===== config.mk =====
export PLATFORM = sky130hd
export DESIGN_NAME = visibility_frame_receiver_flat
export DESIGN_NICKNAME = d
export VERILOG_FILES = /design/src/hdl/vfr_pkg.sv /design/src/hdl/vfr_in_if.sv /design/src/hdl/vfr_out_if.sv /design/src/hdl/vfr_front.sv /design/src/hdl/vfr_queue.sv /design/src/hdl/vfr_back.sv /design/src/hdl/visibility_frame_receiver.sv /design/src/flat_wrapper.sv
export SDC_FILE = /design/constraint.sdc
export NUM_CORES = 1
export LEC_CHECK = 0
export ABC_AREA = 0
export BUFFER_PORTS_ARGS = -buffer_cell sky130_fd_sc_hd__buf_2
export CORE_ASPECT_RATIO = 0.7
export CORE_MARGIN = 5
export CORE_UTILIZATION = 56
export CTS_CLUSTER_DIAMETER = 200
export DETAILED_ROUTE_END_ITERATION = 8
export PLACE_DENSITY = 0.72
export SKIP_LAST_GASP = 1
export SLEW_MARGIN = 20
export SYNTH_ARGS = -nofsm -noshare
export SYNTH_HDL_FRONTEND = slang
export SYNTH_SLANG_ARGS = --single-unit

===== constraint.sdc =====
create_clock -name clk_i -period 5.8 [get_ports clk_i]
set_input_delay 0.87 -clock clk_i [delete_from_list [all_inputs] [get_ports clk_i]]
set_output_delay 0.87 -clock clk_i [all_outputs]
set_load 0.05 [all_outputs]

===== src/hdl/vfr_pkg.sv =====
// ----------------------------------------------------------------------------
// vfr_pkg
// Shared constants, character codes and the front-to-back command type of the
// visibility frame receiver.
// ----------------------------------------------------------------------------
`default_nettype none

package vfr_pkg;

  localparam int BufDepth      = 64;
  localparam int PayloadOffset = 6;
  localparam int QueueDepth    = 2;

  localparam int AddrW = $clog2(BufDepth);
  localparam int IdxW  = $clog2(BufDepth + 1);
  localparam int PosW  = $clog2(BufDepth + PayloadOffset + 2) + 1;
  localparam int QPtrW = (QueueDepth > 1) ? $clog2(QueueDepth) : 1;
  localparam int QCntW = $clog2(QueueDepth + 1);

  localparam int VisW  = 16;
  localparam int StatW = 3;

  localparam int MinFrameLen = 5;
  localparam int TenSlashOff = 5;
  localparam int TenNumOff   = 6;
  localparam int OneSlashOff = 12;
  localparam int OneNumOff   = 13;
  localparam int StatOff     = 14;

  localparam logic [7:0] ChSoh   = 8'h01;
  localparam logic [7:0] ChEtx   = 8'h03;
  localparam logic [7:0] ChTab   = 8'h09;
  localparam logic [7:0] ChLf    = 8'h0A;
  localparam logic [7:0] ChCr    = 8'h0D;
  localparam logic [7:0] ChSpace = 8'h20;
  localparam logic [7:0] ChPlus  = 8'h2B;
  localparam logic [7:0] ChMinus = 8'h2D;
  localparam logic [7:0] ChSlash = 8'h2F;
  localparam logic [7:0] ChZero  = 8'h30;
  localparam logic [7:0] ChFour  = 8'h34;
  localparam logic [7:0] ChNine  = 8'h39;
  localparam logic [7:0] ChP     = 8'h50;
  localparam logic [7:0] ChW     = 8'h57;
  localparam logic [7:0] ByteErased = 8'hFF;

  localparam logic [VisW-1:0]  VisMissing    = 16'hFFFF;
  localparam logic [VisW-1:0]  VisMax        = 16'hFFFE;
  localparam logic [StatW-1:0] StatusUnknown = 3'd5;

  typedef logic signed [PosW-1:0] pos_t;

  typedef struct packed {
    logic [7:0]       data;
    logic [AddrW-1:0] addr;
    logic             parse;
    logic [IdxW-1:0]  len;
  } cmd_t;

endpackage

`default_nettype wire


===== src/hdl/vfr_in_if.sv =====
// ----------------------------------------------------------------------------
// vfr_in_if
// Byte channel into the receiver: valid/ready handshake with one UART byte.
// ----------------------------------------------------------------------------
`default_nettype none

interface vfr_in_if;
  logic       valid;
  logic       ready;
  logic [7:0] rx_byte;

  modport source (output valid, output rx_byte, input ready);
  modport sink   (input valid, input rx_byte, output ready);
endinterface

`default_nettype wire


===== src/hdl/vfr_out_if.sv =====
// ----------------------------------------------------------------------------
// vfr_out_if
// Result channel out of the receiver: valid/ready handshake with one decoded
// visibility record.
// ----------------------------------------------------------------------------
`default_nettype none

interface vfr_out_if;
  import vfr_pkg::*;

  logic             valid;
  logic             ready;
  logic [VisW-1:0]  vis_one_min;
  logic [VisW-1:0]  vis_ten_min;
  logic [StatW-1:0] sensor_status;
  logic             data_ready;

  modport source (output valid, output vis_one_min, output vis_ten_min,
                  output sensor_status, output data_ready, input ready);
  modport sink   (input valid, input vis_one_min, input vis_ten_min,
                  input sensor_status, input data_ready, output ready);
endinterface

`default_nettype wire


===== src/hdl/vfr_front.sv =====
// ----------------------------------------------------------------------------
// vfr_front
// Accepts bytes, tracks the write index, checks the header and detects the
// CR LF frame end. Each beat becomes one command for the back end.
// ----------------------------------------------------------------------------
`default_nettype none

module vfr_front (
  input  logic          clk_i,
  input  logic          rst_ni,
  vfr_in_if.sink        in_i,
  input  logic          q_full_i,
  output logic          push_o,
  output vfr_pkg::cmd_t cmd_o
);
  import vfr_pkg::*;

  logic [IdxW-1:0] idx_q, idx_d;
  logic [7:0]      prev_q;
  logic            wrap;
  logic [IdxW-1:0] nidx;
  logic [IdxW-1:0] nafter;
  logic            hdr_fail;
  logic            parse;
  logic [7:0]      b;

  assign b        = in_i.rx_byte;
  assign in_i.ready = !q_full_i;
  assign push_o   = in_i.valid && !q_full_i;

  assign wrap = idx_q >= IdxW'(BufDepth);
  assign nidx = wrap ? IdxW'(1) : idx_q + IdxW'(1);

  assign hdr_fail = (nidx == IdxW'(1) && b != ChSoh) ||
                    (nidx == IdxW'(2) && b != ChP)   ||
                    (nidx == IdxW'(3) && b != ChW);
  assign nafter   = hdr_fail ? '0 : nidx;
  assign parse    = (b == ChLf) && (nafter > IdxW'(MinFrameLen)) && (prev_q == ChCr);
  assign idx_d    = parse ? '0 : nafter;

  always_comb begin
    cmd_o.data  = b;
    cmd_o.addr  = wrap ? '0 : idx_q[AddrW-1:0];
    cmd_o.parse = parse;
    cmd_o.len   = nafter;
  end

  always_ff @(posedge clk_i or negedge rst_ni) begin
    if (!rst_ni) begin
      idx_q  <= '0;
      prev_q <= '0;
    end else if (push_o) begin
      idx_q  <= idx_d;
      prev_q <= b;
    end
  end

endmodule

`default_nettype wire


===== src/hdl/vfr_queue.sv =====
// ----------------------------------------------------------------------------
// vfr_queue
// Short command FIFO between front and back end.
// ----------------------------------------------------------------------------
`default_nettype none

module vfr_queue (
  input  logic          clk_i,
  input  logic          rst_ni,
  input  logic          push_i,
  input  vfr_pkg::cmd_t cmd_i,
  output logic          full_o,
  input  logic          pop_i,
  output logic          empty_o,
  output vfr_pkg::cmd_t cmd_o
);
  import vfr_pkg::*;

  cmd_t             entry_q [QueueDepth];
  logic [QPtrW-1:0] wr_ptr_q, rd_ptr_q;
  logic [QCntW-1:0] cnt_q;
  logic             do_push, do_pop;

  assign full_o  = cnt_q == QCntW'(QueueDepth);
  assign empty_o = cnt_q == '0;
  assign do_push = push_i && !full_o;
  assign do_pop  = pop_i && !empty_o;
  assign cmd_o   = entry_q[rd_ptr_q];

  function automatic logic [QPtrW-1:0] ptr_inc(logic [QPtrW-1:0] p);
    return (p == QPtrW'(QueueDepth - 1)) ? '0 : p + QPtrW'(1);
  endfunction

  always_ff @(posedge clk_i) begin
    if (do_push) entry_q[wr_ptr_q] <= cmd_i;
  end

  always_ff @(posedge clk_i or negedge rst_ni) begin
    if (!rst_ni) begin
      wr_ptr_q <= '0;
      rd_ptr_q <= '0;
      cnt_q    <= '0;
    end else begin
      if (do_push) wr_ptr_q <= ptr_inc(wr_ptr_q);
      if (do_pop)  rd_ptr_q <= ptr_inc(rd_ptr_q);
      if (do_push && !do_pop) cnt_q <= cnt_q + QCntW'(1);
      else if (do_pop && !do_push) cnt_q <= cnt_q - QCntW'(1);
    end
  end

endmodule

`default_nettype wire


===== src/hdl/vfr_back.sv =====
// ----------------------------------------------------------------------------
// vfr_back
// Owns the frame buffer. Stores each byte and, on a frame end, scans for ETX;
// if found, reads the visibility fields and status digit, erases the frame and
// emits the result into an output register (without ETX it only erases).
// ----------------------------------------------------------------------------
`default_nettype none

module vfr_back (
  input  logic          clk_i,
  input  logic          rst_ni,
  input  logic          empty_i,
  input  vfr_pkg::cmd_t cmd_i,
  output logic          pop_o,
  vfr_out_if.source     out_o
);
  import vfr_pkg::*;

  typedef enum logic [9:0] {
    S_IDLE     = 10'b0000000001,
    S_FETCH    = 10'b0000000010,
    S_SCAN_RD  = 10'b0000000100,
    S_SCAN_CHK = 10'b0000001000,
    S_TEN_SL   = 10'b0000010000,
    S_DEC      = 10'b0000100000,
    S_ONE_SL   = 10'b0001000000,
    S_STAT     = 10'b0010000000,
    S_CLEAR    = 10'b0100000000,
    S_EMIT     = 10'b1000000000
  } state_e;

  state_e state_q, state_d, ret_q, ret_d;

  logic [7:0]         mem_q [BufDepth];
  logic [BufDepth-1:0] valid_q;
  logic [7:0]         rdata_q;
  logic               rvld_q, rin_q;

  pos_t             pos_q, pos_d, lim_q, lim_d, e_q, e_d;
  logic [IdxW-1:0]  len_q, len_d;
  logic [VisW-1:0]  acc_q, acc_d, ten_q, ten_d, one_q, one_d;
  logic             neg_q, neg_d, dig_q, dig_d, sel_q, sel_d, found_q, found_d;
  logic [StatW-1:0] stat_q, stat_d;

  logic             ov_q, ov_d;
  logic [VisW-1:0]  o_one_q, o_one_d, o_ten_q, o_ten_d;
  logic [StatW-1:0] o_stat_q, o_stat_d;
  logic             o_dr_q, o_dr_d;

  logic             wr_go;
  pos_t             wr_pos;
  logic [7:0]       wr_data;
  logic             mem_we;
  logic [AddrW-1:0] mem_wa;
  logic             rd_go, rd_in;
  logic             clr;
  logic [7:0]       c;
  logic [VisW-1:0]  dec_val;

  function automatic logic in_range(pos_t p);
    return !p[PosW-1] && (p < pos_t'(BufDepth));
  endfunction

  function automatic logic is_digit(logic [7:0] ch);
    return (ch >= ChZero) && (ch <= ChNine);
  endfunction

  function automatic logic is_ws(logic [7:0] ch);
    return (ch == ChSpace) || ((ch >= ChTab) && (ch <= ChCr));
  endfunction

  function automatic logic [VisW-1:0] acc_step(logic [VisW-1:0] a, logic [7:0] ch);
    logic [VisW+3:0] t;
    t = ({4'b0, a} << 3) + ({4'b0, a} << 1) + {{VisW{1'b0}}, ch[3:0]};
    if (a >= VisMax) return a;
    if (t > (VisW+4)'(VisMax)) return VisMax;
    return t[VisW-1:0];
  endfunction

  // byte seen by the sequencer; unwritten entries read erased, outside reads 0
  assign c       = rin_q ? (rvld_q ? rdata_q : ByteErased) : 8'h00;
  assign dec_val = neg_q ? '0 : acc_q;
  assign mem_we  = wr_go && in_range(wr_pos);
  assign mem_wa  = wr_pos[AddrW-1:0];

  always_comb begin
    state_d  = state_q;
    ret_d    = ret_q;
    pos_d    = pos_q;
    lim_d    = lim_q;
    e_d      = e_q;
    len_d    = len_q;
    acc_d    = acc_q;
    neg_d    = neg_q;
    dig_d    = dig_q;
    sel_d    = sel_q;
    ten_d    = ten_q;
    one_d    = one_q;
    stat_d   = stat_q;
    found_d  = found_q;
    ov_d     = ov_q;
    o_one_d  = o_one_q;
    o_ten_d  = o_ten_q;
    o_stat_d = o_stat_q;
    o_dr_d   = o_dr_q;
    pop_o    = 1'b0;
    wr_go    = 1'b0;
    wr_pos   = '0;
    wr_data  = '0;
    rd_go    = 1'b0;
    rd_in    = 1'b0;
    clr      = 1'b0;

    if (ov_q && out_o.ready) ov_d = 1'b0;

    case (state_q)
      S_IDLE: begin
        if (!empty_i) begin
          pop_o   = 1'b1;
          wr_go   = 1'b1;
          wr_pos  = pos_t'(cmd_i.addr);
          wr_data = cmd_i.data;
          if (cmd_i.parse) begin
            len_d   = cmd_i.len;
            pos_d   = pos_t'(PayloadOffset + 1);
            lim_d   = pos_t'(PayloadOffset + 1) + pos_t'(cmd_i.len);
            found_d = 1'b0;
            state_d = S_SCAN_RD;
          end
        end
      end
      S_FETCH: begin
        rd_go   = 1'b1;
        rd_in   = in_range(pos_q);
        state_d = ret_q;
      end
      S_SCAN_RD: begin
        if (pos_q >= pos_t'(BufDepth) || pos_q > lim_q) begin
          state_d = S_CLEAR;
        end else begin
          rd_go   = 1'b1;
          rd_in   = 1'b1;
          state_d = S_SCAN_CHK;
        end
      end
      S_SCAN_CHK: begin
        if (c == ChEtx) begin
          found_d = 1'b1;
          e_d     = pos_q;
          wr_go   = 1'b1;
          wr_pos  = pos_q;
          pos_d   = pos_q - pos_t'(TenSlashOff);
          ret_d   = S_TEN_SL;
          state_d = S_FETCH;
        end else begin
          pos_d   = pos_q + pos_t'(1);
          state_d = S_SCAN_RD;
        end
      end
      S_TEN_SL: begin
        state_d = S_FETCH;
        if (c == ChSlash) begin
          ten_d  = VisMissing;
          wr_go  = 1'b1;
          wr_pos = e_q - pos_t'(TenNumOff);
          pos_d  = e_q - pos_t'(OneSlashOff);
          ret_d  = S_ONE_SL;
        end else begin
          pos_d = e_q - pos_t'(TenNumOff);
          acc_d = '0;
          neg_d = 1'b0;
          dig_d = 1'b0;
          sel_d = 1'b0;
          ret_d = S_DEC;
        end
      end
      S_ONE_SL: begin
        state_d = S_FETCH;
        if (c == ChSlash) begin
          one_d  = VisMissing;
          wr_go  = 1'b1;
          wr_pos = e_q - pos_t'(OneNumOff);
          pos_d  = e_q - pos_t'(StatOff);
          ret_d  = S_STAT;
        end else begin
          pos_d = e_q - pos_t'(OneNumOff);
          acc_d = '0;
          neg_d = 1'b0;
          dig_d = 1'b0;
          sel_d = 1'b1;
          ret_d = S_DEC;
        end
      end
      S_DEC: begin
        state_d = S_FETCH;
        if (!dig_q && is_ws(c)) begin
          pos_d = pos_q + pos_t'(1);
        end else if (!dig_q && (c == ChPlus || c == ChMinus)) begin
          neg_d = c == ChMinus;
          dig_d = 1'b1;
          pos_d = pos_q + pos_t'(1);
        end else if (is_digit(c)) begin
          acc_d = acc_step(acc_q, c);
          dig_d = 1'b1;
          pos_d = pos_q + pos_t'(1);
        end else if (!sel_q) begin
          ten_d  = dec_val;
          wr_go  = 1'b1;
          wr_pos = e_q - pos_t'(TenNumOff);
          pos_d  = e_q - pos_t'(OneSlashOff);
          ret_d  = S_ONE_SL;
        end else begin
          one_d  = dec_val;
          wr_go  = 1'b1;
          wr_pos = e_q - pos_t'(OneNumOff);
          pos_d  = e_q - pos_t'(StatOff);
          ret_d  = S_STAT;
        end
      end
      S_STAT: begin
        stat_d  = (c >= ChZero && c <= ChFour) ? c[StatW-1:0] : StatusUnknown;
        state_d = S_CLEAR;
      end
      S_CLEAR: begin
        clr     = 1'b1;
        state_d = found_q ? S_EMIT : S_IDLE;
      end
      S_EMIT: begin
        if (!ov_q || out_o.ready) begin
          ov_d     = 1'b1;
          o_one_d  = one_q;
          o_ten_d  = ten_q;
          o_stat_d = stat_q;
          o_dr_d   = ten_q != VisMissing;
          state_d  = S_IDLE;
        end
      end
      default: begin
        state_d = S_IDLE;
      end
    endcase
  end

  always_ff @(posedge clk_i) begin
    if (mem_we) mem_q[mem_wa] <= wr_data;
    if (rd_go) begin
      rdata_q <= mem_q[pos_q[AddrW-1:0]];
      rvld_q  <= valid_q[pos_q[AddrW-1:0]];
      rin_q   <= rd_in;
    end
  end

  always_ff @(posedge clk_i or negedge rst_ni) begin
    if (!rst_ni) begin
      valid_q <= '0;
    end else if (clr) begin
      for (int i = 0; i < BufDepth; i++) begin
        if (IdxW'(i) < len_q) valid_q[i] <= 1'b0;
      end
    end else if (mem_we) begin
      valid_q[mem_wa] <= 1'b1;
    end
  end

  always_ff @(posedge clk_i or negedge rst_ni) begin
    if (!rst_ni) begin
      state_q <= S_IDLE;
      ret_q   <= S_IDLE;
      ov_q    <= 1'b0;
    end else begin
      state_q <= state_d;
      ret_q   <= ret_d;
      ov_q    <= ov_d;
    end
  end

  always_ff @(posedge clk_i) begin
    pos_q    <= pos_d;
    lim_q    <= lim_d;
    e_q      <= e_d;
    len_q    <= len_d;
    acc_q    <= acc_d;
    neg_q    <= neg_d;
    dig_q    <= dig_d;
    sel_q    <= sel_d;
    ten_q    <= ten_d;
    one_q    <= one_d;
    stat_q   <= stat_d;
    found_q  <= found_d;
    o_one_q  <= o_one_d;
    o_ten_q  <= o_ten_d;
    o_stat_q <= o_stat_d;
    o_dr_q   <= o_dr_d;
  end

  assign out_o.valid         = ov_q;
  assign out_o.vis_one_min   = o_one_q;
  assign out_o.vis_ten_min   = o_ten_q;
  assign out_o.sensor_status = o_stat_q;
  assign out_o.data_ready    = o_dr_q;

endmodule

`default_nettype wire


===== src/hdl/visibility_frame_receiver.sv =====
// ----------------------------------------------------------------------------
// visibility_frame_receiver
// Collects sensor frames byte by byte and decodes the visibility record.
// ----------------------------------------------------------------------------
// A byte beat is taken whenever the two-entry command queue has room; the back
// end stores it when it pops it from the queue in idle. On a CR LF frame end
// the back end scans the frame buffer for ETX, reading and then checking each
// position (one buffer read port, registered), up to BufDepth - PayloadOffset - 1
// positions. If ETX is found it reads the two visibility fields and the status
// digit, fetching each byte before using it, erases the frame through per-entry
// valid bits, and loads the result register; without ETX it only erases.
// Ordinary bytes are stored while idle; during a frame end incoming bytes wait
// in the queue. No clearing pass is needed after reset.
`default_nettype none

module visibility_frame_receiver (
  input  logic      clk_i,
  input  logic      rst_ni,
  vfr_in_if.sink    in_i,
  vfr_out_if.source out_o
);
  import vfr_pkg::*;

  cmd_t front_cmd, back_cmd;
  logic push, pop, q_full, q_empty;

  vfr_front u_front (
    .clk_i    (clk_i),
    .rst_ni   (rst_ni),
    .in_i     (in_i),
    .q_full_i (q_full),
    .push_o   (push),
    .cmd_o    (front_cmd)
  );

  vfr_queue u_queue (
    .clk_i   (clk_i),
    .rst_ni  (rst_ni),
    .push_i  (push),
    .cmd_i   (front_cmd),
    .full_o  (q_full),
    .pop_i   (pop),
    .empty_o (q_empty),
    .cmd_o   (back_cmd)
  );

  vfr_back u_back (
    .clk_i   (clk_i),
    .rst_ni  (rst_ni),
    .empty_i (q_empty),
    .cmd_i   (back_cmd),
    .pop_o   (pop),
    .out_o   (out_o)
  );

endmodule

`default_nettype wire


===== src/flat_wrapper.sv =====
// flat-port wrapper written by rule: the top's interface ports become plain ports
module visibility_frame_receiver_flat import vfr_pkg::*;
  (clk_i, rst_ni, in_i_valid, in_i_rx_byte, in_i_ready, out_o_valid, out_o_vis_one_min, out_o_vis_ten_min, out_o_sensor_status, out_o_data_ready, out_o_ready);
  vfr_in_if in_i_i ();
  vfr_out_if out_o_i ();
  input  logic clk_i;
  input  logic rst_ni;
  input wire logic [$bits(in_i_i.valid)-1:0] in_i_valid;
  input wire logic [$bits(in_i_i.rx_byte)-1:0] in_i_rx_byte;
  output wire logic [$bits(in_i_i.ready)-1:0] in_i_ready;
  output wire logic [$bits(out_o_i.valid)-1:0] out_o_valid;
  output wire logic [$bits(out_o_i.vis_one_min)-1:0] out_o_vis_one_min;
  output wire logic [$bits(out_o_i.vis_ten_min)-1:0] out_o_vis_ten_min;
  output wire logic [$bits(out_o_i.sensor_status)-1:0] out_o_sensor_status;
  output wire logic [$bits(out_o_i.data_ready)-1:0] out_o_data_ready;
  input wire logic [$bits(out_o_i.ready)-1:0] out_o_ready;
  assign in_i_i.valid = in_i_valid;
  assign in_i_i.rx_byte = in_i_rx_byte;
  assign in_i_ready = in_i_i.ready;
  assign out_o_valid = out_o_i.valid;
  assign out_o_vis_one_min = out_o_i.vis_one_min;
  assign out_o_vis_ten_min = out_o_i.vis_ten_min;
  assign out_o_sensor_status = out_o_i.sensor_status;
  assign out_o_data_ready = out_o_i.data_ready;
  assign out_o_i.ready = out_o_ready;
  visibility_frame_receiver u_core (.clk_i(clk_i), .rst_ni(rst_ni), .in_i(in_i_i), .out_o(out_o_i));
endmodule

# Yosys cells after proc, flatten, opt, wreduce, memory -nomap -nowiden
# Memories as Yosys holds them, arrays and structs flattened. A register that Yosys moved wholly into a read port is not among the register bits.
# Index checks and enable logic that the tools add are counted.
# classes
n_addsub,14
bitwise_logic,2
n_lt_le_gt_ge,80
mul,0
mux,182
eq_ne,106
n_reduce_logical,123
n_div,0
n_shift,0
# ops
op,n
16-bit two-way mux,18
"6-bit by 7-bit less-than comparator with 1-bit output, first input constant",32
8-bit two-way mux,22
2-bit AND reduction,66
"2-bit by 1-bit inequality test with 1-bit output, second input constant",65
64-bit two-way mux,2
"5-bit by 7-bit less-than comparator with 1-bit output, first input constant",16
1-bit two-way mux,106
16-bit one-hot mux with 2 select lines,3
10-bit two-way mux,8
10-bit one-hot mux with 8 select lines,1
8-bit one-hot mux with 5 select lines,2
64-bit bitwise OR,1
"4-bit by 7-bit less-than comparator with 1-bit output, first input constant",8
10-bit one-hot mux with 4 select lines,1
"8-bit by 6-bit equality test with 1-bit output, second input constant",4
"2-bit inequality test, second input constant",15
"3-bit by 7-bit less-than comparator with 1-bit output, first input constant",4
7-bit two-way mux,4
"8-bit by 5-bit subtractor with 8-bit output, second input constant",3
19-bit by 17-bit adder with 20-bit output,1
20-bit by 4-bit adder with 20-bit output,1
"20-bit by 16-bit > comparator with 1-bit output, second input constant",1
1-bit logical AND,20
other kinds (62),103
# totals
mem_bits_ro,0
regBits,228
output_inout_bits,38
latchBits,0
memories,2
in_bits,12
elab_cells,599
ramBits,556
# mem_list
memory,depth,word_bits,rd,rd_ports_with_merged_regs,write_ports,line,rtl
u_core.u_back.mem_q,64,8,1,1,1,vfr_back.sv:34,logic [7:0] mem_q [BufDepth];
u_core.u_queue.entry_q,2,22,1,0,1,vfr_queue.sv:19,cmd_t entry_q [QueueDepth];

# Depth between registers and ports, before layout
# Gate-level depths: netlist (run 1).
# depth
ltp_word,19
mapped_depth,14
depth_no_buf,13

# Modules after synthesis
# From an unflattened synthesis (run 1), not the netlist that was laid out.
# unflattened
cells_unflattened,2353
area_unflattened_um2,35153.7
# by_module_without_submodules
mod,area_per_inst_um2,n_inst,seq_area_each_um2,cells_each
vfr_back,32349.8,1,21343.0,2155
vfr_queue,1788.0,1,1421.4,87
vfr_front,1016.0,1,375.4,111

# Least setup slack after synthesis (run 1)
# OpenSTA, ideal clock, no wires.
# synth_timing
path_type,register -> register
start,register u_core.u_back.pos_q[0]
end,"register u_core.u_back.rdata_q[0] (read register of u_core.u_back.mem_q), enable pin"
arrival_ns,3.773
path_buffers,4
slack_ns,1.634
setup_ns,0.394
path_stages_with_launch,15
synth_period_minus_slack_ns,4.166
t_required_ns,5.406
cell_sequence,edfxtp_1 -> clkbuf_1 -> buf_2 -> clkbuf_1 -> buf_1 -> inv_1 -> ha_1 -> nor2b_1 -> o21a_1 -> o21a_1 -> o21ai_0 -> nand2b_1 -> a2111oi_0 -> nor2_1 -> o31ai_1
# synth_via
elab_chain_len,4
word_cells_on_any_way,5
classes_between,order compare (2); mux (2); reduce/logical (1)
# synth_lines
element,line,rtl
"start, declared",vfr_back.sv:39,"pos_t pos_q, pos_d, lim_q, lim_d, e_q, e_d;"
"start signal, assigned",vfr_back.sv:278,pos_q <= pos_d;
8-bit greater-or-equal comparator or 8-bit > comparator (tied branches),vfr_back.sv:138,if (pos_q >= pos_t'(BufDepth) || pos_q > lim_q) begin
1-bit logical OR *,vfr_back.sv:138,
1-bit two-way mux *,vfr_back.sv:138,
1-bit one-hot mux with 2 select lines *,vfr_back.sv:116,case (state_q)
named net u_core.u_back.rd_go,vfr_back.sv:55,"logic rd_go, rd_in;"
"end, declared",vfr_back.sv:36,logic [7:0] rdata_q;
# The timed path passes the listed nets; every way through them passes the cells marked *.
# A chain may end at the register's enable or synchronous reset.

# Worst setup path after layout (run 1)
# layout_timing
start,register u_core.u_back.state_q[1]
end,"memory u_core.u_back.mem_q[62][6], enable pin"
# layout_via
elab_chain_len,7
word_cells_on_any_way,14
classes_between,order compare (1); eq/ne (5); mux (4); reduce/logical (4)
# layout_lines
element,line,rtl
"start, declared",vfr_back.sv:32,"state_e state_q, state_d, ret_q, ret_d;"
"start signal, assigned",vfr_back.sv:271,state_q <= state_d;
10-bit by 6-bit equality test with 1-bit output (tied with other cells),vfr_back.sv:116,
8-bit one-hot mux with 5 select lines,vfr_back.sv:116,
8-bit less-than comparator or 1-bit zero test (tied branches),vfr_back.sv:61,return !p[PosW-1] && (p < pos_t'(BufDepth));
1-bit logical AND,vfr_back.sv:61,
1-bit logical AND,vfr_back.sv:83,assign mem_we = wr_go && in_range(wr_pos);
1-bit two-way mux,vfr_back.sv:245,if (mem_we) mem_q[mem_wa] <= wr_data;
1-bit two-way mux (not written as such),vfr_back.sv:245,
"end, declared",vfr_back.sv:34,
# Parallel ways exist; a longest one is shown, timed or not.

==> results.py, run 1 <==
metrics = {
    "place": {
        "pre_cts_slack_ns": 0.790,
        "gp_congestion": 0.950,
        "place.detailed.hpwl_mm": 54.8,
        "portBuffers": 49,
    },
    "timing": {
        "finalCritPeriodShare_pct": 90.4,
        "setup_ws_ns": 0.558,
        "rsz0062_at_grt": "false",
        "maxSlewHeadroom_pct": 27.8,
        "fin_crit_ns": 5.24,
        "fin_skew_ns": 0.00952,
        "fmaxAchievable_ghz": 0.191,
        "finalMaxSlewViolations": 0,
        "tightest_slew_ns": 1.08,
        "setup_violations": 0,
        "hold_violations": 0,
        "fin_setup_tns_ns": 0,
    },
    "min_path": {
        "worstHoldPathType": "input port to async pin",
    },
    "power": {
        "leakage_nw": 13.8,
        "p_per_area_nw_per_um2": 407,
        "peakVddDrop_uv": 1060,
        "total_power_mw": 15.4,
    },
    "outcome": {
        "status": "finished, final reports clean",
    },
    "floorplanning": {
        "num_io_pins": 50,
        "fp.dieW_um": 306,
        "core_area_um2": 60300,
        "initial_core_util_pct": 56.9,
        "die_y_um": 217,
        "num_rows": 75,
        "die_area_um2": 66400,
    },
    "drt": {
        "drt_first_pass_iters": 6,
        "drc": 0,
        "drt_first_iter_violations": 2758,
        "wl_met2_mm": 35.8,
        "routed_via_density": 6.56,
        "wl_per_cell_um": 26.8,
        "dr_total_vias": 20500,
        "drt-total-wl_mm": 83.7,
        "wl_met1_mm": 36.3,
        "met3_length_mm": 9.63,
        "highest_layer": "met5",
        "detail-route-antenna-nets": 0,
    },
    "setup_path": {
        "regToRegStartpoint": "u_core.u_back.state_q[1]$_DFFE_PN0P_",
        "startpoint": "u_core.u_back.state_q[1]$_DFFE_PN0P_",
        "arrival_ns": 5.48,
        "start_kind": "register",
        "critical_path_class": "register to register",
        "crit_path_max_fanout": 22,
        "worstSetupEndpointType": "register",
        "cp.required_ns": 6.04,
    },
    "global_routing": {
        "grt_pass1_wl_mm": 126,
        "grt_pass1_vias": 19800,
        "grt_max_degree": 117,
        "grt.overflow.total": 0,
        "grtUsageTotal_pct": 25.1,
        "antenna_found_initial": 1,
    },
    "clocking": {
        "numCtsBuffers": 73,
        "path_clk_slew_ns": 0.06,
        "ctsResizeCount": 0,
        "clockRootBuffer": "clkbuf_16",
        "htree_levels": 3,
        "clock_sinks": 787,
        "post_cts_buffers": 0,
        "hold_buffers": 0,
        "cts_tree": "done",
        "insertion_delay_ns": 0.62,
        "clock_path_buffers": 3,
    },
    "synth": {
        "synthDistinctLibCells": 96,
        "ys.warnings.count": 0,
        "syn_area_um2": 34300,
        "ys_async_sr_fraction_pct": 12.6,
        "synthFlopType": "edfxtp_1",
        "synth_seq_cells": 787,
        "synth_nets": 2283,
        "synth_edf_count": 688,
        "synthCells": 2216,
        "yosys.area.top_type_share_pct": 60.2,
        "synth.area.top_cells": "edfxtp_1, mux4_2, dfrtp_1, mux2i_1, ha_1",
        "synth_area_per_cell_um2": 15.5,
        "synth_top_cell_by_area": "edfxtp_1",
        "synth-seq-area-share_pct": 67.4,
    },
    "final_layout": {
        "multi_input_area_um2": 10600,
        "final-seq-area_um2": 23100,
        "filler_cell_count": 4282,
        "area_growth_pct": 10.3,
        "finish.net_count": 2326,
        "antenna_cells": 0,
        "drive_gt1_share_pct": 15.8,
    },
    "flow_run": {
        "cap_violations": 0,
    },
}
cell families (layout without fill, tap and decap cells):
group           count (synthesis)  count (layout)  share of synthesized area [%]
fa+ha+maj                      55              55                           2.05
simple gates                  499             499                           7.53
xor+xnor                       48              48                           1.22
compound gates                394             394                           8.42
flops                         787             787                           67.4
buf+inv                       183             285                           2.11
mux                           250             250                           11.3
synth_stat cells (23+ instances only):
library cell    n
nor2_1        158
dfrtp_1        97
mux2i_1       131
a21oi_1        72
nand2_1       107
mux4_2        108
o221ai_1       40
nor2b_1        28
o21ai_0        68
nand4_1        23
clkbuf_1       73
xnor2_1        29
inv_1          62
edfxtp_1      688
o22ai_1        27
ha_1           53
a2bb2oi_1      44
buf_1          25
nand3_1        37
area by class of cell:
cell class / count / share of cell area, %
sequential: 787 / 61.1
multi-input combinational: 1246 / 27.9
clock buffer: 89 / 5.06
tap: 808 / 2.67
timing repair buffer: 84 / 1.39
clock inverter: 45 / 1.26
inverter: 67 / 0.664
worst max-delay path, cell delays in order, from the launching register on:
cell and delay [ns]:
dfrtp_1 0.47, nor3_4 0.34, and2_1 0.22, nand3_2 0.43, inv_2 0.46, and3_1 0.42
nand2_1 0.30, o21ai_0 0.42, nand3_1 0.78, nor2_1 1.01
cells in the final DEF, fill, tap and decap left out, types with 19 or more instances in the layout:
cell,synthesis,layout
inv_1,62,62
ha_1,53,53
nand4_1,23,23
buf_4,1,34
a21oi_1,72,72
nand2_1,107,107
xor2_1,19,19
clkbuf_16,0,73
nand3_1,37,37
mux4_2,108,108
mux2i_1,131,131
nor2b_1,28,27
xnor2_1,29,29
a2bb2oi_1,44,44
nor3_1,21,20
dfrtp_1,97,97
o221ai_1,40,40
nand2b_1,19,19
o22ai_1,27,27
nor2_1,158,149
o21ai_0,68,68
buf_2,15,48
edfxtp_1,688,688
metrics by stage:
stage               area [µm²]  std cells  utilization [%]  hold slack [ns]
global route             37900       3126             62.8            0.296
finish                   37900       3126             62.8            0.254
CTS                      37900       3126             62.8            0.418
detailed placement       35500       2992             58.8            0.405
global placement         35500       2991             58.8            0.403
floorplan                34300       2216                -            0.400
power breakdown:
group          leakage, nW  total (mW)  switching, mW  internal [mW]
combinational         5.04        3.02           2.22          0.802
sequential            7.59        7.55          0.301           7.25
clock                 1.16        4.84           2.10           2.74
total                 13.8        15.4           4.62           10.8
path summary, 6_finish.rpt:
check	endpoint	slack (ns)	cells after the start
max in group asynchronous	u_core.u_back.valid_q[6]$_DFFE_PN0P_	4.49	2
worst max register to register	u_core.u_back.mem_q[62][6]$_DFFE_PP_	0.56	9
worst max-delay path	u_core.u_back.mem_q[62][6]$_DFFE_PP_	0.56	9
min in group clk_i	u_core.u_back.out_o.vis_one_min[2]$_DFFE_PP_	0.42	0
worst min register to register	u_core.u_back.out_o.vis_one_min[2]$_DFFE_PP_	0.42	0
worst min-delay path	u_core.u_back.valid_q[33]$_DFFE_PN0P_	0.25	1
flip-flops by register name, summed over array words and instances, names as in the netlist, 16 cells and up:
register                         count
u_core.u_back.acc_q                 16
u_core.u_back.one_q                 16
u_core.u_back.out_o.vis_ten_min     16
u_core.u_back.out_o.vis_one_min     16
u_core.u_back.valid_q               64
u_core.u_back.mem_q                512
u_core.u_back.ten_q                 16
u_core.u_queue.entry_q              44
metal layers:
layer	vias to the layer above	track usage, %
li1	8834	-
met1	10400	39.1
met2	1128	35.4
met3	146	7.21
met4	2	5.82
met5	-	0
(Power assumes the default switching activity.)
==> run 2, diff against run 1 <==
--- a/config.mk
+++ b/config.mk
@@ -9,10 +9,9 @@
 export BUFFER_PORTS_ARGS = -buffer_cell sky130_fd_sc_hd__buf_2
 export CORE_ASPECT_RATIO = 0.7
 export CORE_MARGIN = 5
-export CORE_UTILIZATION = 56
+export CORE_UTILIZATION = 35
 export CTS_CLUSTER_DIAMETER = 200
 export DETAILED_ROUTE_END_ITERATION = 8
-export PLACE_DENSITY = 0.72
 export SKIP_LAST_GASP = 1
 export SLEW_MARGIN = 20
 export SYNTH_ARGS = -nofsm -noshare
==> run 2 against run 1 <==
Effect of this change: global-route usage fell by 8.5 points; sequential share of layout area fell by 1.3 points; wire length rose by 4.7%.
==> results.py, run 2 (synthesized netlist as in run 1, its figures left out) <==
metrics = {
    "floorplanning": {
        "num_io_pins": 50,
        "num_rows": 96,
        "die_area_um2": 105000,
        "die_y_um": 272,
        "core_area_um2": 97700,
        "fp.dieW_um": 384,
        "initial_core_util_pct": 35.2,
    },
    "clocking": {
        "clock_sinks": 787,
        "clock_path_buffers": 3,
        "hold_buffers": 0,
        "cts_tree": "done",
        "path_clk_slew_ns": 0.06,
        "numCtsBuffers": 76,
        "clockRootBuffer": "clkbuf_16",
        "htree_levels": 3,
        "insertion_delay_ns": 0.63,
        "ctsResizeCount": 0,
        "post_cts_buffers": 0,
    },
    "final_layout": {
        "filler_cell_count": 8811,
        "utilization_pct": 39.6,
        "final-seq-area_um2": 23100,
        "largest_reg_flops": 512,
        "largest-register": "u_core.u_back.mem_q",
        "drive_gt1_share_pct": 16.0,
        "antenna_cells": 0,
        "mostFrequentLayoutCell": "edfxtp_1",
        "layout_common_cells": "edfxtp_1, nor2_1, mux2i_1",
        "area_growth_pct": 12.7,
        "top_regs": "u_core.u_back.mem_q: 512 flops, u_core.u_back.valid_q: 64 flops, u_core.u_queue.entry_q: 44 flops",
        "finish.net_count": 2330,
        "multi_input_area_um2": 10600,
    },
    "drt": {
        "dr_total_vias": 20400,
        "drt_first_pass_iters": 6,
        "drt_first_iter_violations": 2124,
        "drt-total-wl_mm": 87.6,
        "wl_per_cell_um": 24.0,
        "drc": 0,
        "routed_via_density": 5.59,
        "detail-route-antenna-nets": 0,
    },
    "power": {
        "leakage_nw": 13.9,
        "p_per_area_nw_per_um2": 404,
        "peakVddDrop_uv": 475,
    },
    "global_routing": {
        "antenna_found_initial": 1,
        "grt_max_degree": 104,
        "grtUsageTotal_pct": 16.5,
        "grt.overflow.total": 0,
        "grt_pass1_vias": 20300,
        "grt_pass1_wl_mm": 132,
    },
    "timing": {
        "hold_violations": 0,
        "rsz0062_at_grt": "false",
        "setup_ws_ns": 1.00,
        "fin_skew_ns": 0.0170,
        "finalCritPeriodShare_pct": 82.7,
        "tightest_slew_ns": 1.30,
        "setup_violations": 0,
        "maxSlewHeadroom_pct": 12.5,
        "finalMaxSlewViolations": 0,
        "fin_setup_tns_ns": 0,
        "fmaxAchievable_ghz": 0.208,
        "fin_crit_ns": 4.80,
    },
    "outcome": {
        "status": "finished, final reports clean",
    },
    "place": {
        "pre_cts_slack_ns": 1.08,
        "place.detailed.hpwl_mm": 57.7,
        "gp_congestion": 0.903,
        "portBuffers": 49,
    },
    "setup_path": {
        "cp.required_ns": 6.04,
        "crit_path_max_fanout": 12,
        "regToRegStartpoint": "u_core.u_back.rin_q$_DFFE_PP_",
        "reg2reg_to": "u_core.u_back.mem_q[48][1]$_DFFE_PP_",
        "start_kind": "register",
        "rrSetupSlack_ns": 1.00,
        "critical_path_class": "register to register",
        "arrival_ns": 5.04,
        "startpoint": "u_core.u_back.rin_q$_DFFE_PP_",
        "reg2regPathDepth": 9,
        "worstSetupEndpointType": "register",
    },
    "min_path": {
        "worstHoldPathType": "input port to async pin",
    },
    "flow_run": {
        "cap_violations": 0,
    },
}
## run 2: cell count changes in the layout (fill, tap and decap cells not counted), moves of 2 or more
cell	previous run	this run
clkbuf_16	73	78
clkbuf_1	13	10
clkinvlp_4	6	2
bufinv_16	8	10
clkinv_2	11	14
clkinv_1	14	20
clkbuf_8	3	1
## run 2: final cells by class
cell class              count  area share, %
repair buffers             85           1.46
clock buffers              89           5.18
inverters                  67          0.650
clock inverters            50           1.34
multi-input cells        1246           27.3
well taps                1323           4.28
flip-flops and latches    787           59.8
## run 2: report_power, final
part	leakage [nW]	switching, mW	internal (mW)
sequential	7.59	0.297	7.25
combinational	5.05	2.20	0.835
clock	1.24	2.14	2.93
total	13.9	4.64	11.0
## run 2: how the worst max path moves through the flow
| stage | to | slack [ns] | cells after the start |
|---|---|---|---|
| 6_report | u_core.u_back.mem_q[48][1]$_DFFE_PP_ | 1.00 | 9 |
| 5_1_grt | u_core.u_back.mem_q[48][1]$_DFFE_PP_ | 0.66 | 9 |
| 4_1_cts | u_core.u_back.mem_q[48][1]$_DFFE_PP_ | 1.05 | 9 |
| 3_5_place_dp | u_core.u_back.mem_q[49][1]$_DFFE_PP_ | 1.08 | 9 |
| 3_3_place_gp | u_core.u_back.mem_q[49][1]$_DFFE_PP_ | 1.18 | 9 |
| 2_1_floorplan | u_core.u_back.rdata_q[0]$_DFFE_PP_ | 1.63 | 14 |
## run 2: critical path, cell delays in order (launching register included)
cell	delay [ns]
edfxtp_1	0.51
and4bb_2	0.32
nand4_1	0.18
or2_1	0.36
clkinv_1	0.47
ha_1	0.37
a221oi_1	0.32
o221ai_2	0.24
or3_1	0.77
nor2_1	0.87
## run 2: layer usage
metal / GRT usage [%] / vias up / part of all wire [%] / wire [µm]
met5: 0 / - / 0 / 0
met2: 23.9 / 925 / 43 / 37500
met3: 3.69 / 133 / 8.6 / 7520
li1: - / 8855 / - / -
met4: 4.19 / 0 / 2.2 / 1930
met1: 25.2 / 10500 / 46 / 40700
## run 2: metrics by stage
stage	power (mW)	instances	hold slack [ns]	instance area [µm²]
after global placement	10.5	3506	0.405	36100
final	15.6	3647	0.344	38700
after detailed placement	10.6	3506	0.405	36100
after floorplan	9.30	2216	0.400	34300
after CTS	15.7	3645	0.355	38600
after global routing	16.2	3647	0.408	38700
